File: config.mk
export PLATFORM = sky130hd
export DESIGN_NAME = serpentine_rgb_led_serializer
export DESIGN_NICKNAME = d
export VERILOG_FILES = /design/src/sv/srgb_pkg.sv /design/src/sv/srgb_csr.sv /design/src/sv/srgb_core.sv /design/src/sv/serpentine_rgb_led_serializer.sv
export SDC_FILE = /design/constraint.sdc
export NUM_CORES = 1
export LEC_CHECK = 0
export ABC_CLOCK_PERIOD_IN_PS = 11700
export BUFFER_PORTS_ARGS = -buffer_cell sky130_fd_sc_hd__buf_4
export CAP_MARGIN = 20
export CORE_MARGIN = 2
export CORE_UTILIZATION = 55
export DETAILED_ROUTE_END_ITERATION = 8
export PLACE_DENSITY = 0.78
export SLEW_MARGIN = 20
export SYNTH_ARGS = -nofsm -noshare
export SYNTH_HDL_FRONTEND = slang
export SYNTH_HIERARCHICAL = 1
export SYNTH_SLANG_ARGS = --single-unit
File: constraint.sdc
create_clock -name clock -period 11.7 [get_ports clock]
set_input_delay 0.585 -clock clock [delete_from_list [all_inputs] [get_ports clock]]
set_output_delay 0.585 -clock clock [all_outputs]
set_load 0.01 [all_outputs]
File: src/sv/srgb_pkg.sv
package srgb_pkg;

   localparam int COLOR_W = 24;
   localparam int SLOTS = 8;
   localparam int LED_W = 3;
   localparam int BITPOS_W = 5;
   localparam int TICK_W = 20;
   localparam int PERIOD_W = 16;
   localparam int CSR_ADDR_W = 4;
   localparam int CSR_DATA_W = 32;
   localparam int REQ_DATA_W = COLOR_W * SLOTS;
   localparam int RSP_DATA_W = 8;

   localparam logic [PERIOD_W-1:0] BIT_PERIOD_RST = 16'd125;
   localparam logic [PERIOD_W-1:0] ONE_HIGH_RST = 16'd80;
   localparam logic [PERIOD_W-1:0] ZERO_HIGH_RST = 16'd40;
   localparam logic [TICK_W-1:0] LATCH_LOW_RST = 20'd6000;

   localparam logic KIND_LOAD = 1'b0;
   localparam logic KIND_TICK = 1'b1;

   typedef enum logic [1:0] {
      REG_BIT_PERIOD = 2'd0,
      REG_ONE_HIGH = 2'd1,
      REG_ZERO_HIGH = 2'd2,
      REG_LATCH_LOW = 2'd3
   } srgb_reg_type;

   typedef enum logic [1:0] {
      PH_IDLE = 2'd0,
      PH_SEND = 2'd1,
      PH_LATCH = 2'd2
   } srgb_phase_type;

   typedef struct packed {
      logic [PERIOD_W-1:0] bit_period;
      logic [PERIOD_W-1:0] one_high_time;
      logic [PERIOD_W-1:0] zero_high_time;
      logic [TICK_W-1:0] latch_low_time;
   } srgb_cfg_type;

   typedef struct packed {
      logic load_accepted;
      logic busy_res;
      logic line_level;
   } srgb_result_type;

endpackage

File: src/sv/srgb_csr.sv
module srgb_csr
   import srgb_pkg::*;
(
   input  logic                  clock,
   input  logic                  reset,
   input  logic                  csr_psel,
   input  logic                  csr_penable,
   input  logic                  csr_pwrite,
   input  logic [CSR_ADDR_W-1:0] csr_paddr,
   input  logic [CSR_DATA_W-1:0] csr_pwdata,
   output logic [CSR_DATA_W-1:0] csr_prdata,
   output logic                  csr_pready,
   output srgb_cfg_type          cfg
);

   srgb_cfg_type cfg_ff;
   srgb_reg_type reg_sel;
   logic         wr_en;

   assign reg_sel = srgb_reg_type'(csr_paddr[CSR_ADDR_W-1:2]);
   assign wr_en = csr_psel && csr_penable && csr_pwrite;
   assign csr_pready = 1'b1;
   assign cfg = cfg_ff;

   always_ff @(posedge clock) begin
      if (reset) begin
         cfg_ff.bit_period <= BIT_PERIOD_RST;
         cfg_ff.one_high_time <= ONE_HIGH_RST;
         cfg_ff.zero_high_time <= ZERO_HIGH_RST;
         cfg_ff.latch_low_time <= LATCH_LOW_RST;
      end else if (wr_en) begin
         unique case (reg_sel)
            REG_BIT_PERIOD: cfg_ff.bit_period <= csr_pwdata[PERIOD_W-1:0];
            REG_ONE_HIGH:   cfg_ff.one_high_time <= csr_pwdata[PERIOD_W-1:0];
            REG_ZERO_HIGH:  cfg_ff.zero_high_time <= csr_pwdata[PERIOD_W-1:0];
            REG_LATCH_LOW:  cfg_ff.latch_low_time <= csr_pwdata[TICK_W-1:0];
            default: ;
         endcase
      end
   end

   always_comb begin
      unique case (reg_sel)
         REG_BIT_PERIOD: csr_prdata = CSR_DATA_W'(cfg_ff.bit_period);
         REG_ONE_HIGH:   csr_prdata = CSR_DATA_W'(cfg_ff.one_high_time);
         REG_ZERO_HIGH:  csr_prdata = CSR_DATA_W'(cfg_ff.zero_high_time);
         REG_LATCH_LOW:  csr_prdata = CSR_DATA_W'(cfg_ff.latch_low_time);
         default:        csr_prdata = '0;
      endcase
   end

endmodule

File: src/sv/srgb_core.sv
module srgb_core
   import srgb_pkg::*;
#(
   parameter int LEDS_PER_COLUMN = 8,
   parameter int BITS_PER_LED = 24
) (
   input  logic                  clock,
   input  logic                  reset,
   input  logic                  step,
   input  logic                  kind,
   input  logic [REQ_DATA_W-1:0] colors,
   input  logic                  last_column,
   input  srgb_cfg_type          cfg,
   output srgb_result_type       result
);

   localparam logic [LED_W-1:0] LED_LAST = LED_W'(LEDS_PER_COLUMN - 1);
   localparam logic [BITPOS_W-1:0] BIT_LAST = BITPOS_W'(BITS_PER_LED - 1);

   logic [COLOR_W-1:0]  store_ff [SLOTS];
   logic [LED_W-1:0]    led_ff, led_in;
   logic [BITPOS_W-1:0] bit_ff, bit_in;
   logic [TICK_W-1:0]   tick_ff, tick_in;
   logic                odd_ff, odd_in;
   logic                frame_ff, frame_in;
   srgb_phase_type      phase_ff, phase_in;

   logic                load_take;
   logic [LED_W-1:0]    slot;
   logic [BITPOS_W-1:0] idx;
   logic [COLOR_W-1:0]  word;
   logic                cur_bit;
   logic [PERIOD_W-1:0] thr;
   logic [TICK_W-1:0]   tick_inc;

   assign slot = odd_ff ? led_ff : LED_LAST - led_ff;
   assign idx = BIT_LAST - bit_ff;
   assign word = store_ff[slot];
   assign cur_bit = (32'(idx) < COLOR_W) ? word[idx] : 1'b0;
   assign thr = cur_bit ? cfg.one_high_time : cfg.zero_high_time;
   assign tick_inc = tick_ff + 1'b1;

   always_comb begin
      led_in = led_ff;
      bit_in = bit_ff;
      tick_in = tick_ff;
      odd_in = odd_ff;
      frame_in = frame_ff;
      phase_in = phase_ff;
      load_take = 1'b0;
      result = '0;
      if (kind == KIND_LOAD) begin
         result.busy_res = 1'b1;
         if (phase_ff != PH_SEND && phase_ff != PH_LATCH) begin
            load_take = 1'b1;
            led_in = '0;
            bit_in = '0;
            tick_in = '0;
            frame_in = last_column;
            phase_in = PH_SEND;
            result.load_accepted = 1'b1;
         end
      end else begin
         unique case (phase_ff)
            PH_SEND: begin
               result.busy_res = 1'b1;
               result.line_level = tick_ff < TICK_W'(thr);
               tick_in = tick_inc;
               if (tick_inc >= TICK_W'(cfg.bit_period)) begin
                  tick_in = '0;
                  if (bit_ff == BIT_LAST) begin
                     bit_in = '0;
                     if (led_ff == LED_LAST) begin
                        led_in = '0;
                        odd_in = !odd_ff;
                        phase_in = frame_ff ? PH_LATCH : PH_IDLE;
                     end else begin
                        led_in = led_ff + 1'b1;
                     end
                  end else begin
                     bit_in = bit_ff + 1'b1;
                  end
               end
            end
            PH_LATCH: begin
               result.busy_res = 1'b1;
               tick_in = tick_inc;
               if (tick_inc >= cfg.latch_low_time) begin
                  tick_in = '0;
                  frame_in = 1'b0;
                  phase_in = PH_IDLE;
               end
            end
            default: ;
         endcase
      end
   end

   always_ff @(posedge clock) begin
      if (reset) begin
         led_ff <= '0;
         bit_ff <= '0;
         tick_ff <= '0;
         odd_ff <= 1'b1;
         frame_ff <= 1'b0;
         phase_ff <= PH_IDLE;
      end else if (step) begin
         led_ff <= led_in;
         bit_ff <= bit_in;
         tick_ff <= tick_in;
         odd_ff <= odd_in;
         frame_ff <= frame_in;
         phase_ff <= phase_in;
      end
   end

   always_ff @(posedge clock) begin
      if (step && load_take) begin
         for (int s = 0; s < SLOTS; s++) begin
            store_ff[s] <= colors[s*COLOR_W +: COLOR_W];
         end
      end
   end

endmodule

File: src/sv/serpentine_rgb_led_serializer.sv
// channel  direction  tdata (low bit up)                      tuser  tlast
// req      in         slot0_color .. slot7_color, 24b each     kind   last_column
// rsp      out        line_level, busy_res, load_accepted, pad -      -
// csr      apb        bit_period, one_high_time, zero_high_time, latch_low_time
//
// one beat in, one beat out; a beat can be taken every cycle req_tready is high, its result
// shows in the output register the cycle after
// the output register holds a stalled result while req_tready stays low; req_tready is high only
// when rsp_tready is high or the register is empty
// synchronous active-high reset: line idle, first column odd, timings at defaults
module serpentine_rgb_led_serializer
   import srgb_pkg::*;
#(
   parameter int LEDS_PER_COLUMN = 8,
   parameter int BITS_PER_LED = 24
) (
   input  logic                  clock,
   input  logic                  reset,
   input  logic                  req_tvalid,
   output logic                  req_tready,
   input  logic [REQ_DATA_W-1:0] req_tdata,   // slot0_color .. slot7_color
   input  logic                  req_tuser,   // kind
   input  logic                  req_tlast,   // last_column
   output logic                  rsp_tvalid,
   input  logic                  rsp_tready,
   output logic [RSP_DATA_W-1:0] rsp_tdata,   // line_level, busy_res, load_accepted, zeros
   input  logic                  csr_psel,
   input  logic                  csr_penable,
   input  logic                  csr_pwrite,
   input  logic [CSR_ADDR_W-1:0] csr_paddr,
   input  logic [CSR_DATA_W-1:0] csr_pwdata,
   output logic [CSR_DATA_W-1:0] csr_prdata,
   output logic                  csr_pready
);

   srgb_cfg_type    cfg;
   srgb_result_type result;
   srgb_result_type rsp_ff;
   logic            rsp_valid_ff, rsp_valid_in;
   logic            step;

   assign req_tready = !rsp_valid_ff || rsp_tready;
   assign step = req_tvalid && req_tready;
   assign rsp_valid_in = step || (rsp_valid_ff && !rsp_tready);

   srgb_csr u_csr (
      .clock       (clock),
      .reset       (reset),
      .csr_psel    (csr_psel),
      .csr_penable (csr_penable),
      .csr_pwrite  (csr_pwrite),
      .csr_paddr   (csr_paddr),
      .csr_pwdata  (csr_pwdata),
      .csr_prdata  (csr_prdata),
      .csr_pready  (csr_pready),
      .cfg         (cfg)
   );

   srgb_core #(
      .LEDS_PER_COLUMN (LEDS_PER_COLUMN),
      .BITS_PER_LED    (BITS_PER_LED)
   ) u_core (
      .clock       (clock),
      .reset       (reset),
      .step        (step),
      .kind        (req_tuser),
      .colors      (req_tdata),
      .last_column (req_tlast),
      .cfg         (cfg),
      .result      (result)
   );

   always_ff @(posedge clock) begin
      if (reset) begin
         rsp_valid_ff <= 1'b0;
      end else begin
         rsp_valid_ff <= rsp_valid_in;
      end
   end

   always_ff @(posedge clock) begin
      if (step) begin
         rsp_ff <= result;
      end
   end

   assign rsp_tvalid = rsp_valid_ff;
   assign rsp_tdata = RSP_DATA_W'(rsp_ff);

   a_ready_when_empty: assert property (@(posedge clock) disable iff (reset)
      !rsp_valid_ff |-> req_tready)
      else $error("input stalled with empty output register");

   a_level_needs_busy: assert property (@(posedge clock) disable iff (reset)
      rsp_valid_ff && rsp_ff.line_level |-> rsp_ff.busy_res)
      else $error("line high outside a column");

   a_accept_needs_busy: assert property (@(posedge clock) disable iff (reset)
      rsp_valid_ff && rsp_ff.load_accepted |-> rsp_ff.busy_res && !rsp_ff.line_level)
      else $error("accepted load with bad flags");

   a_back_to_back_load: assert property (@(posedge clock) disable iff (reset)
      step && result.load_accepted ##1 step && req_tuser == KIND_LOAD
      |-> !result.load_accepted)
      else $error("second load accepted while busy");

endmodule

======== After elaboration in Yosys (flattened, before gate mapping) ========
Memories as Yosys holds them, arrays and structs flattened.
Index checks and enable logic that the tools add are counted.
storage, ports and cells
  flip-flop bits (word level) ............. 104
  memory bits (writable) .................. 192
  input port bits ......................... 237
  output and inout bits ................... 43
  word-level logic and storage cells ...... 108
  memories ................................ 1
memory list
  name             words  width  read ports  clocked after memory_dff  write ports  line             source
  u_core.store_ff  8      24     1           0                         8            srgb_core.sv:20  logic [COLOR_W-1:0] store_ff [SLOTS];
operators by class
  $add $sub $neg .......................... 5
  $lt $le $gt $ge ......................... 5
  equal/unequal tests ..................... 19
  mux-type cells .......................... 39
  reduce and logical (&&, ||, !) cells .... 25
operators by type and width
  operator                 count
  $pmux W32 S4             1
  $mux W20                 4
  $pmux W20 S2             1
  $mux W5                  5
  $mux W3                  7
  $add A20 B1 Y20 const B  1
  $ge A20 B16 Y1           1
  $ge A20 B20 Y1           1
  $lt A20 B16 Y1           1
  $mux W16                 1
  $mux W2                  7
  $ne A2 B1 Y1 const B     6
  $ne A3 B2 Y1 const B     4
  $mux W1                  11
  $reduce_and A2 Y1        5
  $reduce_and A4 Y1        2
  $reduce_and A7 Y1        1
  $eq A2 B2 Y1 const B     3
  $logic_and A1 B1 Y1      6
  $lt A5 B6 Y1 const B     1
  $reduce_and A6 Y1        1
  $add A5 B1 Y5 const B    1
  $bmux W1 S5              1
  $eq A5 B5 Y1 const B     1
  16 further kinds         20

======== Longest topological paths before layout ========
Gate-level depths: netlist (run 1).
An unclocked memory read counts as a cell.
  depth in word-level cells ............... 8
  depth in mapped cells ................... 21
  gate-level depth less buffers ........... 18

======== Hierarchy ========
Netlist (run 1), hierarchy kept.
modules (own cells, without submodules)
  module                         times used  cells an instance  area an instance (µm²)  seq. area each (µm²)
  srgb_core                      1           903                12,434.4                6,406.1
  srgb_csr                       1           319                3,309.4                 1,361.3
  serpentine_rgb_led_serializer  1           14                 186.4                   110.1

======== Least setup slack after synthesis (run 1) ========
No wires, ideal clock.
  kind .................................... input-to-reg
  from .................................... in rsp_tready
  to ...................................... reg u_core.frame_ff
  setup time .............................. 79 ps
  data arrival time ....................... 5,246 ps
  required time ........................... 11,621 ps
  setup slack ............................. 6,375 ps
  cell stages on the path ................. 6
  buffers on the path ..................... 0
  cell sequence ........................... nand2b_4 -> and2_4 -> nand2_1 -> inv_1 -> a21oi_1 -> a21oi_1
on the way
  cells in the longest elaborated chain, start to end .. 3
ends and longest elaborated chain
  what                                line                                 source
  start, declared                     serpentine_rgb_led_serializer.sv:25  input logic rsp_tready,
  $logic_or A1 B1 Y1                  serpentine_rgb_led_serializer.sv:42  assign req_tready = !rsp_valid_ff || rsp_tready;
  $logic_and A1 B1 Y1                 serpentine_rgb_led_serializer.sv:43  assign step = req_tvalid && req_tready;
  via step                            serpentine_rgb_led_serializer.sv:40  logic step;
  $reduce_and A4 Y1 (no source line)  --
  end signal, assigned                srgb_core.sv:112                     frame_ff <= frame_in;
  end, declared                       srgb_core.sv:25                      logic frame_ff, frame_in;
The timed path passes the listed nets, and every way through them passes these cells.
A chain may end at the register's enable or synchronous reset.

======== Worst setup path after layout (run 1) ========
  from .................................... reg u_core.led_ff[0]
  to ...................................... reg rsp_ff, in the netlist rsp_tdata[0], data pin
on the way
  cells in the longest elaborated chain, start to end .. 8
ends and longest elaborated chain
  what                               line                                 source
  start, declared                    srgb_core.sv:21                      logic [LED_W-1:0] led_ff, led_in;
  start signal, assigned             srgb_core.sv:108                     led_ff <= led_in;
  $sub A3 B3 Y3                      srgb_core.sv:36                      assign slot = odd_ff ? led_ff : LED_LAST - led_ff;
  $mux W3 (*)                        srgb_core.sv:36
  $mem_v2 Z8 W24 (*)                 --
  $bmux W1 S5 (*)                    srgb_core.sv:39                      assign cur_bit = (32'(idx) < COLOR_W) ? word[idx] : 1'b0;
  $mux W1 (not written as such) (*)  srgb_core.sv:39
  $mux W1 (*)                        srgb_core.sv:39
  $mux W16 (*)                       srgb_core.sv:40                      assign thr = cur_bit ? cfg.one_high_time : cfg.zero_high_time;
  $lt A20 B16 Y1 (*)                 srgb_core.sv:67                      result.line_level = tick_ff < TICK_W'(thr);
  end signal, assigned               serpentine_rgb_led_serializer.sv:83  rsp_ff <= result;
  end, declared                      serpentine_rgb_led_serializer.sv:38  srgb_result_type rsp_ff;
Mark *: on every way between the ends. The rest lies on a longest branch, timed or not. The select of a mux whose other input is x is not followed.

==> results.toml, run 1 <==
[worst_setup_path]
path_max_fanout = 40
reg2reg_depth = 20
crit_slowest_cell = "dfxtp_4"
path_depth = 20
critPathKind = "flip-flop to flip-flop"
crit_top_cell = "buf_4"
end_kind = "flip-flop"
crit_family = "compound AO/OA/AOI/OAI gates"
worstPathArrival_ps = 6760
crit_path_start_kind = "flip-flop"
critical_path.cell_chain = "buf_4 > buf_4 > xnor2_4 > mux4_2 > a211oi_1 > o221ai_1 > a41oi_1 > a211oi_4 > buf_4 > mux2i_1 > ha_1 > a21o_1 > a21o_1 > a21oi_1 > nor2b_1 > o21ai_0 > nand2_1 > a21oi_1 > nand3_1 > o211ai_1"
crit_buf_inv = 3
cp_slowest_stage_delay_ps = 720
cp.required_ps = 11990

[logic_synthesis]
yosysSeqAreaShare_pct = 49.5
syn-instance-count = 1236
synth_cell_types = 89
synth-async-reset-ratio_pct = 0
avgSynthCellArea_um2 = 12.9
ys_ff_latch = 296
yosys_most_used_dff = "edfxtp_1"
synth-edff-count = 195
ys_warn_count = 6
synth_area_um2 = 15900

[die]
initial_core_util_pct = 55.7
die_w_um = 174
die-area_um2 = 30300
die_height_um = 174
core_area_um2 = 28600
boundaryPins = 280
num_rows = 62

[drt]
drc = 0
viasPerCell = 5.97
post_drt_wl_per_cell_um = 21.2
dr.pass1.iters = 5
drtIter0Drc = 775
antenna_left = 0
vias = 11100
drt_wl_total_um = 39600

[sta]
hold_viol_final = 0
setup-violations-final = 0
worst_pin_slew_ps = 1090
setup_tns_ps = 0
finalMaxSlewViolations = 0
rsz0062_at_grt = "false"
fin_crit_sh_pct = 55.3
layout_min_cycle_time_ps = 6480
clock_skew_ps = 21.5
max-slew-margin-rel_pct = 27.2
fmax_mhz = 154

[power]
fin_total_pwr_w = 0.00242
power_frac_clock_pct = 43.6
combinationalPowerShare_pct = 7.7
p_sw_share_pct = 22.5
seqPwrFrac_pct = 48.7
p_int_w = 0.00188
p_switching_w = 0.000544
power_density_nw_per_um2 = 128
leakage_nw = 7.33
ir_drop_mv = 0.136

[placed_design]
routabilityCongestion = 0.897
dpl.hpwl_um = 27800
io_buffers = 247
placed_cells = 1799

[grt]
grt_max_degree = 125
first_global_vias = 11400
grt.total_usage_pct = 26.0
grt_pass1_wl_um = 61800
grt-ovfl-total = 0
antenna_found_initial = 2

[clocking]
cts_tree = "done"
ctsHoldBuffers = 0
path_clk_slew_ps = 60
clk_latency_ps = 540
cts-resized-gates = 0
cts.sinks = 296
htree_levels = 2
cts_buffers = 34
post_cts_buffers = 0
root_buffer = "clkbuf_16"
ctsLongestPathBuffers = 3

[run_status]
status = "finished clean"

[final_layout]
fillers = 2108
area_growth_pct = 18.3
final_cells = 1863
drive_gt1_share_pct = 28.2
regArea_um2 = 7890
multi_input_area_um2 = 7190
nets = 1748

[job]
maxCapViolCount = 0

[worst_hold_path]
hold_path.class = "input port to flip-flop"
hold_depth = 1
## cell type report
class | count | share of cell area [%]
flip-flops and latches | 296 | 41.8
multi-input cells | 804 | 38.1
repair buffers | 257 | 10.3
clock buffers | 40 | 4.74
well taps | 384 | 2.55
clock inverters | 21 | 1.20
inverters | 59 | 1.20
diodes | 2 | 0.0265
## power by group through the flow
| stage | sequential [W] | combinational (W) | clock [W] |
|---|---|---|---|
| floorplan | 0.00120 | 0.0000982 | 0 |
| global route | 0.00118 | 0.000201 | 0.00112 |
| CTS | 0.00118 | 0.000186 | 0.00107 |
| finish | 0.00118 | 0.000187 | 0.00106 |
| global placement | 0.00120 | 0.000183 | 0 |
| detailed placement | 0.00120 | 0.000185 | 0 |
## final timing paths
path                                        from                endpoint  slack [ps]
worst min register to register     u_csr/cfg[47]           u_csr/cfg[47]         490
worst min-delay path               req_tdata[85]  u_core/store_ff[3][13]         220
worst max register to register  u_core/led_ff[0]            rsp_tdata[0]        5220
worst max-delay path            u_core/led_ff[0]            rsp_tdata[0]        5220
## cells in the mapped netlist (19+ instances only)
| library cell | instances | area [um^2] |
|---|---|---|
| dfxtp_1 | 101 | 2020 |
| buf_4 | 21 | 158 |
| mux4_2 | 63 | 1420 |
| nand2_1 | 50 | 188 |
| ha_1 | 59 | 738 |
| nor2b_1 | 25 | 156 |
| mux2i_1 | 116 | 1160 |
| edfxtp_1 | 195 | 5860 |
| nand3_1 | 29 | 145 |
| nand2b_1 | 65 | 407 |
| buf_2 | 20 | 100 |
| nor2_1 | 56 | 210 |
| o21ai_0 | 37 | 185 |
| a21oi_1 | 27 | 135 |
| inv_1 | 58 | 218 |
| a21o_1 | 19 | 143 |
| clkbuf_1 | 24 | 90.1 |
## per-stage QoR
step / setup slack [ps] / area, um^2 / utilization, % / hold slack (ps)
CTS: 5190 / 18800 / 65.7 / 212
finish: 5220 / 18900 / 65.9 / 220
detailed placement: 5210 / 17700 / 61.8 / 481
global placement: 5280 / 17700 / 61.8 / 468
floorplan: 6370 / 16000 / - / 458
global route: 4730 / 18900 / 65.9 / 208
## registers in the layout (all words and copies together), names as in the netlist
signal,count
u_core/tick_ff,20
u_core/led_ff,3
rsp_tvalid,1
rsp_tdata,3
u_core/store_ff,192
u_csr/cfg,68
u_core/odd_ff,1
u_core/frame_ff,1
u_core/bit_ff,5
u_core/phase_ff,2
## cells in the final DEF, fill, tap and decap left out, drive strengths merged, types with 15 or more instances in the layout
| cell | count |
|---|---|
| nand2b | 66 |
| dfxtp | 101 |
| a21o | 19 |
| a21oi | 28 |
| nor2b | 25 |
| clkbuf | 40 |
| edfxtp | 195 |
| o21ai | 59 |
| mux4 | 80 |
| mux2i | 116 |
| inv | 62 |
| buf | 257 |
| xnor2 | 15 |
| nor3 | 17 |
| nand2 | 51 |
| ha | 59 |
| nand3 | 30 |
| nor2 | 56 |
| conb | 18 |
## routing by layer
layer	GRT usage [%]	part of all wire (%)	routed length, um	vias to the layer above
li1	-	-	-	5098
met3	4.81	6.7	2660	97
met1	31.6	39	15300	5439
met2	46.1	51	20200	496
met4	9.94	3.7	1470	0
met5	0	0	0	-
## logic make-up after synthesis
| family | Yosys count | synth area share (%) |
|---|---|---|
| xor+xnor | 22 | 1.33 |
| buf+inv | 151 | 5.83 |
| compound gates | 195 | 8.65 |
| mux | 203 | 19.5 |
| other cells | 3 | 0.0707 |
| flops | 296 | 49.5 |
| fa+ha+maj | 59 | 4.63 |
| simple gates | 307 | 10.6 |
Note: power is estimated with default switching activity, not from simulation.
==> inputs of run 2 (changes only) <==
--- a/config.mk
+++ b/config.mk
@@ -5,13 +5,13 @@
 export SDC_FILE = /design/constraint.sdc
 export NUM_CORES = 1
 export LEC_CHECK = 0
-export ABC_CLOCK_PERIOD_IN_PS = 11700
+export ABC_CLOCK_PERIOD_IN_PS = 5500
 export BUFFER_PORTS_ARGS = -buffer_cell sky130_fd_sc_hd__buf_4
 export CAP_MARGIN = 20
 export CORE_MARGIN = 2
-export CORE_UTILIZATION = 55
+export CORE_UTILIZATION = 51
 export DETAILED_ROUTE_END_ITERATION = 8
-export PLACE_DENSITY = 0.78
+export PLACE_DENSITY = 0.76
 export SLEW_MARGIN = 20
 export SYNTH_ARGS = -nofsm -noshare
 export SYNTH_HDL_FRONTEND = slang
==> constraint.sdc (replaced) <==
create_clock -name clock -period 5.5 [get_ports clock]
set_input_delay 0.275 -clock clock [delete_from_list [all_inputs] [get_ports clock]]
set_output_delay 0.275 -clock clock [all_outputs]
set_load 0.01 [all_outputs]
==> run 2 against run 1 <==
Against the previous run:
- combinational power rose to 2.8 times the previous value
- hold slack worse by 210 ps
- sequential power up 110%
- utilization up 2.3 points
- via count up 11%
- die area up 7.7%
- cell area up 11%
- critical path type unchanged
- register-to-register slack worse by 4900 ps
- first-iteration DRC count up 66%
- critical endpoint unchanged
- cell count up 12%
==> results.toml, run 2 (synthesized netlist as in run 1, its figures left out) <==
[run_status]
status = "finished clean"

[worst_hold_path]
hold_path.class = "input port to flip-flop"

[power]
leakage_nw = 8.21
power_density_nw_per_um2 = 254
ir_drop_mv = 0.283

[drt]
viasPerCell = 5.96
dr.pass1.iters = 6
post_drt_wl_per_cell_um = 23.3
vias = 12400
antenna_left = 0
drc = 0
drtIter0Drc = 1284
drt_wl_total_um = 48400

[sta]
max-slew-margin-rel_pct = 27.4
finalMaxSlewViolations = 0
layout_min_cycle_time_ps = 5150
clock_skew_ps = 38.2
rsz0062_at_grt = "false"
hold_viol_final = 0
fin_crit_sh_pct = 93.6
setup_tns_ps = 0
fmax_mhz = 194
holdWs_ps = 9.51
worst_pin_slew_ps = 1090
setup-violations-final = 0

[job]
maxCapViolCount = 0

[final_layout]
area_growth_pct = 31.3
drive_gt1_share_pct = 25.8
largest_register = "u_core/store_ff"
layout_common_cells = "270 x buf_4, 195 x edfxtp_1, 192 x dlygate4sd3_1, 116 x mux2i_1, 99 x dfxtp_1"
largest_reg_flops = 192
nets = 1957
final_common_cell = "buf_4"
final_cells = 2083

[grt]
grt_max_degree = 114
antenna_found_initial = 4
grt.total_usage_pct = 29.0
grt-ovfl-total = 0
first_global_vias = 12800
grt_pass1_wl_um = 73700

[clocking]
cts_buffers = 34
root_buffer = "clkbuf_16"
ctsLongestPathBuffers = 3
htree_levels = 2
cts.sinks = 296
cts_tree = "done"
path_clk_slew_ps = 60
clk_latency_ps = 540
post_cts_buffers = 0

[die]
boundaryPins = 280
die_height_um = 181
core_area_um2 = 30700
initial_core_util_pct = 51.9
die_w_um = 181
num_rows = 64
die-area_um2 = 32700

[worst_setup_path]
cp.required_ps = 5840
critPathKind = "flip-flop to flip-flop"
crit_path_start_kind = "flip-flop"
worstPathArrival_ps = 5490
end_kind = "flip-flop"
path_max_fanout = 16

[placed_design]
placed_cells = 1828
routabilityCongestion = 0.885
dpl.hpwl_um = 28700
io_buffers = 247
==> run 2: cell count changes in the layout (fill, tap and decap cells not counted) <==
cell,delta
buf_12,+4
clkinv_1,-3
inv_6,-1
inv_16,-1
clkinv_2,+2
clkinvlp_4,+1
diode_2,+2
dlygate4sd3_1,+192
buf_4,+14
clkbuf_8,-1
buf_16,-1
==> run 2: what timing repair did <==
action                                 CTS  global route
gates resized for setup                  0             0
endpoints found under the hold margin  192             0
hold buffers                           192             0
==> run 2: worst paths after layout <==
check,slack [ps],end,from,cells past startpoint
hold reg to reg,490,u_csr/cfg[46],u_csr/cfg[46],2
setup / recovery,350,rsp_tdata[0],u_core/odd_ff,18
setup reg to reg,350,rsp_tdata[0],u_core/odd_ff,18
hold / removal,10,rsp_tvalid,req_tvalid,3
==> run 2: worst max-delay path: stages, from the launching register on <==
cell	delay, ps
dfxtp_1	430
xnor2_4	640
mux2i_1	170
or3_1	330
a211o_1	260
nand4_1	100
a41oi_1	240
a211oi_4	870
mux2i_1	300
ha_1	270
a21o_1	170
a21o_1	170
a21oi_1	130
nor2b_1	60
o21ai_0	250
nand2_1	100
a21oi_1	220
nand3_1	100
o211ai_1	180
==> run 2: area by class of cell <==
| class | instances | area (um^2) |
|---|---|---|
| clock buffers | 39 | 880 |
| well taps | 396 | 495 |
| diodes | 4 | 10.0 |
| repair buffers | 466 | 4030 |
| clock inverters | 19 | 204 |
| flip-flops and latches | 296 | 7890 |
| fillers | 1991 | 9750 |
| multi-input cells | 804 | 7190 |
| inverters | 59 | 226 |
==> run 2: where the power goes <==
group | switching (W) | internal [W]
logic | 0.000235 | 0.000295
clock network | 0.000960 | 0.00130
registers | 0.0000491 | 0.00247
==> run 2: per-layer routing <==
metal | track usage [%] | vias up | wire, um
li1 | - | 5526 | -
met1 | 34.3 | 5955 | 17300
met2 | 51.6 | 750 | 24600
met3 | 5.66 | 177 | 4130
met4 | 12.2 | 0 | 2320
met5 | 0 | - | 0
==> run 2: per-stage QoR <==
stage                     total power (W)  setup slack [ps]  cell area [um^2]  util (%)
after floorplan                   0.00276               188             16000         -
after global placement            0.00294               507             17900      58.3
after detailed placement          0.00295               455             17900      58.3
after CTS                         0.00525               423             20900      68.1
after global routing              0.00544              32.0             20900      68.2
final                             0.00530               353             20900      68.2
==> inputs of run 3 (changes only) <==
--- a/config.mk
+++ b/config.mk
@@ -11,6 +11,7 @@
 export CORE_MARGIN = 2
 export CORE_UTILIZATION = 51
 export DETAILED_ROUTE_END_ITERATION = 8
+export HOLD_SLACK_MARGIN = 0.02
 export PLACE_DENSITY = 0.76
 export SLEW_MARGIN = 20
 export SYNTH_ARGS = -nofsm -noshare
==> run 3 against run 2 <==
Against the previous run:
- die area is the same
- clock skew shrank 1.6 ps
- fmax grew 0.41%
- via count grew 0.42%
- wire length is essentially flat
- setup slack gained 21 ps
- highest routed layer unchanged
==> results.toml, run 3 (synthesized netlist as in run 1, its figures left out) <==
[run_status]
status = "finished clean"

[drt]
post_drt_wl_per_cell_um = 23.2
dr.pass1.iters = 6
vias = 12500
antenna_left = 0
drc = 0
drtIter0Drc = 1180
viasPerCell = 5.98
drt_wl_total_um = 48400

[clocking]
cts.sinks = 296
cts-resized-gates = 0
htree_levels = 2
ctsLongestPathBuffers = 3
cts_buffers = 34
path_clk_slew_ps = 60
cts_tree = "done"
post_cts_buffers = 0
root_buffer = "clkbuf_16"
clk_latency_ps = 540

[die]
boundaryPins = 280
initial_core_util_pct = 51.9
num_rows = 64
core_area_um2 = 30700
die-area_um2 = 32700
die_w_um = 181
die_height_um = 181

[sta]
rsz0062_at_grt = "false"
finalMaxSlewViolations = 0
fmax_mhz = 195
layout_min_cycle_time_ps = 5130
hold_viol_final = 0
max-slew-margin-rel_pct = 26.2
fin_crit_sh_pct = 93.2
clock_skew_ps = 36.6
setup-violations-final = 0
setup_tns_ps = 0
worst_pin_slew_ps = 1110

[worst_hold_path]
hold_depth = 3
hold_end = "u_csr/cfg[54]"
hold_path.class = "input port to flip-flop"
hold_path.startpoint = "csr_pwdata[2]"

[grt]
grt_pass1_wl_um = 73800
antenna_found_initial = 4
grt_max_degree = 114
grt-ovfl-total = 0
grt.total_usage_pct = 29.1
first_global_vias = 12800

[power]
p_switching_w = 0.00124
power_frac_clock_pct = 42.5
leakage_nw = 8.21
p_sw_share_pct = 23.4
ir_drop_mv = 0.285
combinationalPowerShare_pct = 10.0
power_density_nw_per_um2 = 253
p_int_w = 0.00406
seqPwrFrac_pct = 47.5

[final_layout]
design_area_um2 = 20900
largest_register = "u_core/store_ff"
nets = 1959
area_growth_pct = 31.4
layout_common_cells = "270 x buf_4, 195 x edfxtp_1, 194 x dlygate4sd3_1, 116 x mux2i_1, 99 x dfxtp_1"
drive_gt1_share_pct = 25.8
largest_reg_flops = 192
final_common_cell = "buf_4"

[worst_setup_path]
path_max_fanout = 16
cp.required_ps = 5850
reg2reg_depth = 18
worstPathArrival_ps = 5470
r2r_end = "rsp_tdata[0]"
end_kind = "flip-flop"
r2r-start = "u_core/odd_ff"
rrSetupSlack_ps = 370
crit_path_start_kind = "flip-flop"
critPathKind = "flip-flop to flip-flop"

[placed_design]
routabilityCongestion = 0.885
dpl.hpwl_um = 28700
io_buffers = 247
place_area_um2 = 17900

[job]
maxCapViolCount = 0
[run 3: cell types whose count changed in the layout (fill, tap and decap cells not counted)]
cell,previous run,this run
dlygate4sd3_1,192,194
[run 3: area by class of cell]
class	instances	area (um^2)
Inverter	59	226
Sequential cell	296	7890
Tap cell	396	495
Fill cell	1988	9730
Timing Repair Buffer	468	4050
Antenna cell	4	10.0
Multi-Input combinational cell	804	7190
Clock inverter	19	204
Clock buffer	39	880
[run 3: worst max path at each step]
stage	endpoint	start	cells after the start
after floorplan	u_core/frame_ff	u_core/phase_ff[0]	7
after global placement	rsp_tdata[0]	u_core/odd_ff	18
after detailed placement	rsp_tdata[0]	u_core/odd_ff	18
after CTS	rsp_tdata[0]	u_core/odd_ff	18
after global routing	rsp_tdata[0]	u_core/odd_ff	18
final	rsp_tdata[0]	u_core/odd_ff	18
[run 3: worst max-delay path, stage by stage (launching register included)]
cell	delay, ps
dfxtp_1	420
xnor2_4	630
mux2i_1	180
or3_1	330
a211o_1	260
nand4_1	90
a41oi_1	230
a211oi_4	850
mux2i_1	290
ha_1	270
a21o_1	160
a21o_1	170
a21oi_1	130
nor2b_1	50
o21ai_0	270
nand2_1	100
a21oi_1	230
nand3_1	100
o211ai_1	170
[run 3: stage by stage]
step / worst slack [ps] / std cells / hold WS [ps] / utilization [%] / total power [W]
2_1_floorplan: 188 / 1251 / 337 / - / 0.00276
3_3_place_gp: 507 / 1828 / 454 / 58.3 / 0.00294
3_5_place_dp: 455 / 1828 / 454 / 58.3 / 0.00295
4_1_cts: 423 / 2080 / 31.9 / 68.2 / 0.00525
5_1_grt: 32.0 / 2085 / 48.7 / 68.3 / 0.00545
6_report: 374 / 2085 / 38.4 / 68.3 / 0.00530
[run 3: metal layers]
layer / up-vias / global-route usage, % / part of all wire [%]
met5: - / 0 / 0
met4: 0 / 12.2 / 4.9
met3: 193 / 5.66 / 8.5
met2: 758 / 51.7 / 51
met1: 5990 / 34.3 / 36
li1: 5519 / - / -
[run 3: repair_timing]
action | 4_1_cts | 5_1_grt
hold buffers | 194 | 0
hold endpoints to repair | 194 | 0
endpoints found under the setup margin | 0 | 0
[run 3: power by group through the flow]
stage	Clock [W]	Combinational [W]	Sequential (W)
floorplan	0	0.000209	0.00255
global placement	0	0.000393	0.00255
detailed placement	0	0.000397	0.00255
CTS	0.00224	0.000509	0.00251
global route	0.00236	0.000562	0.00252
finish	0.00226	0.000531	0.00252
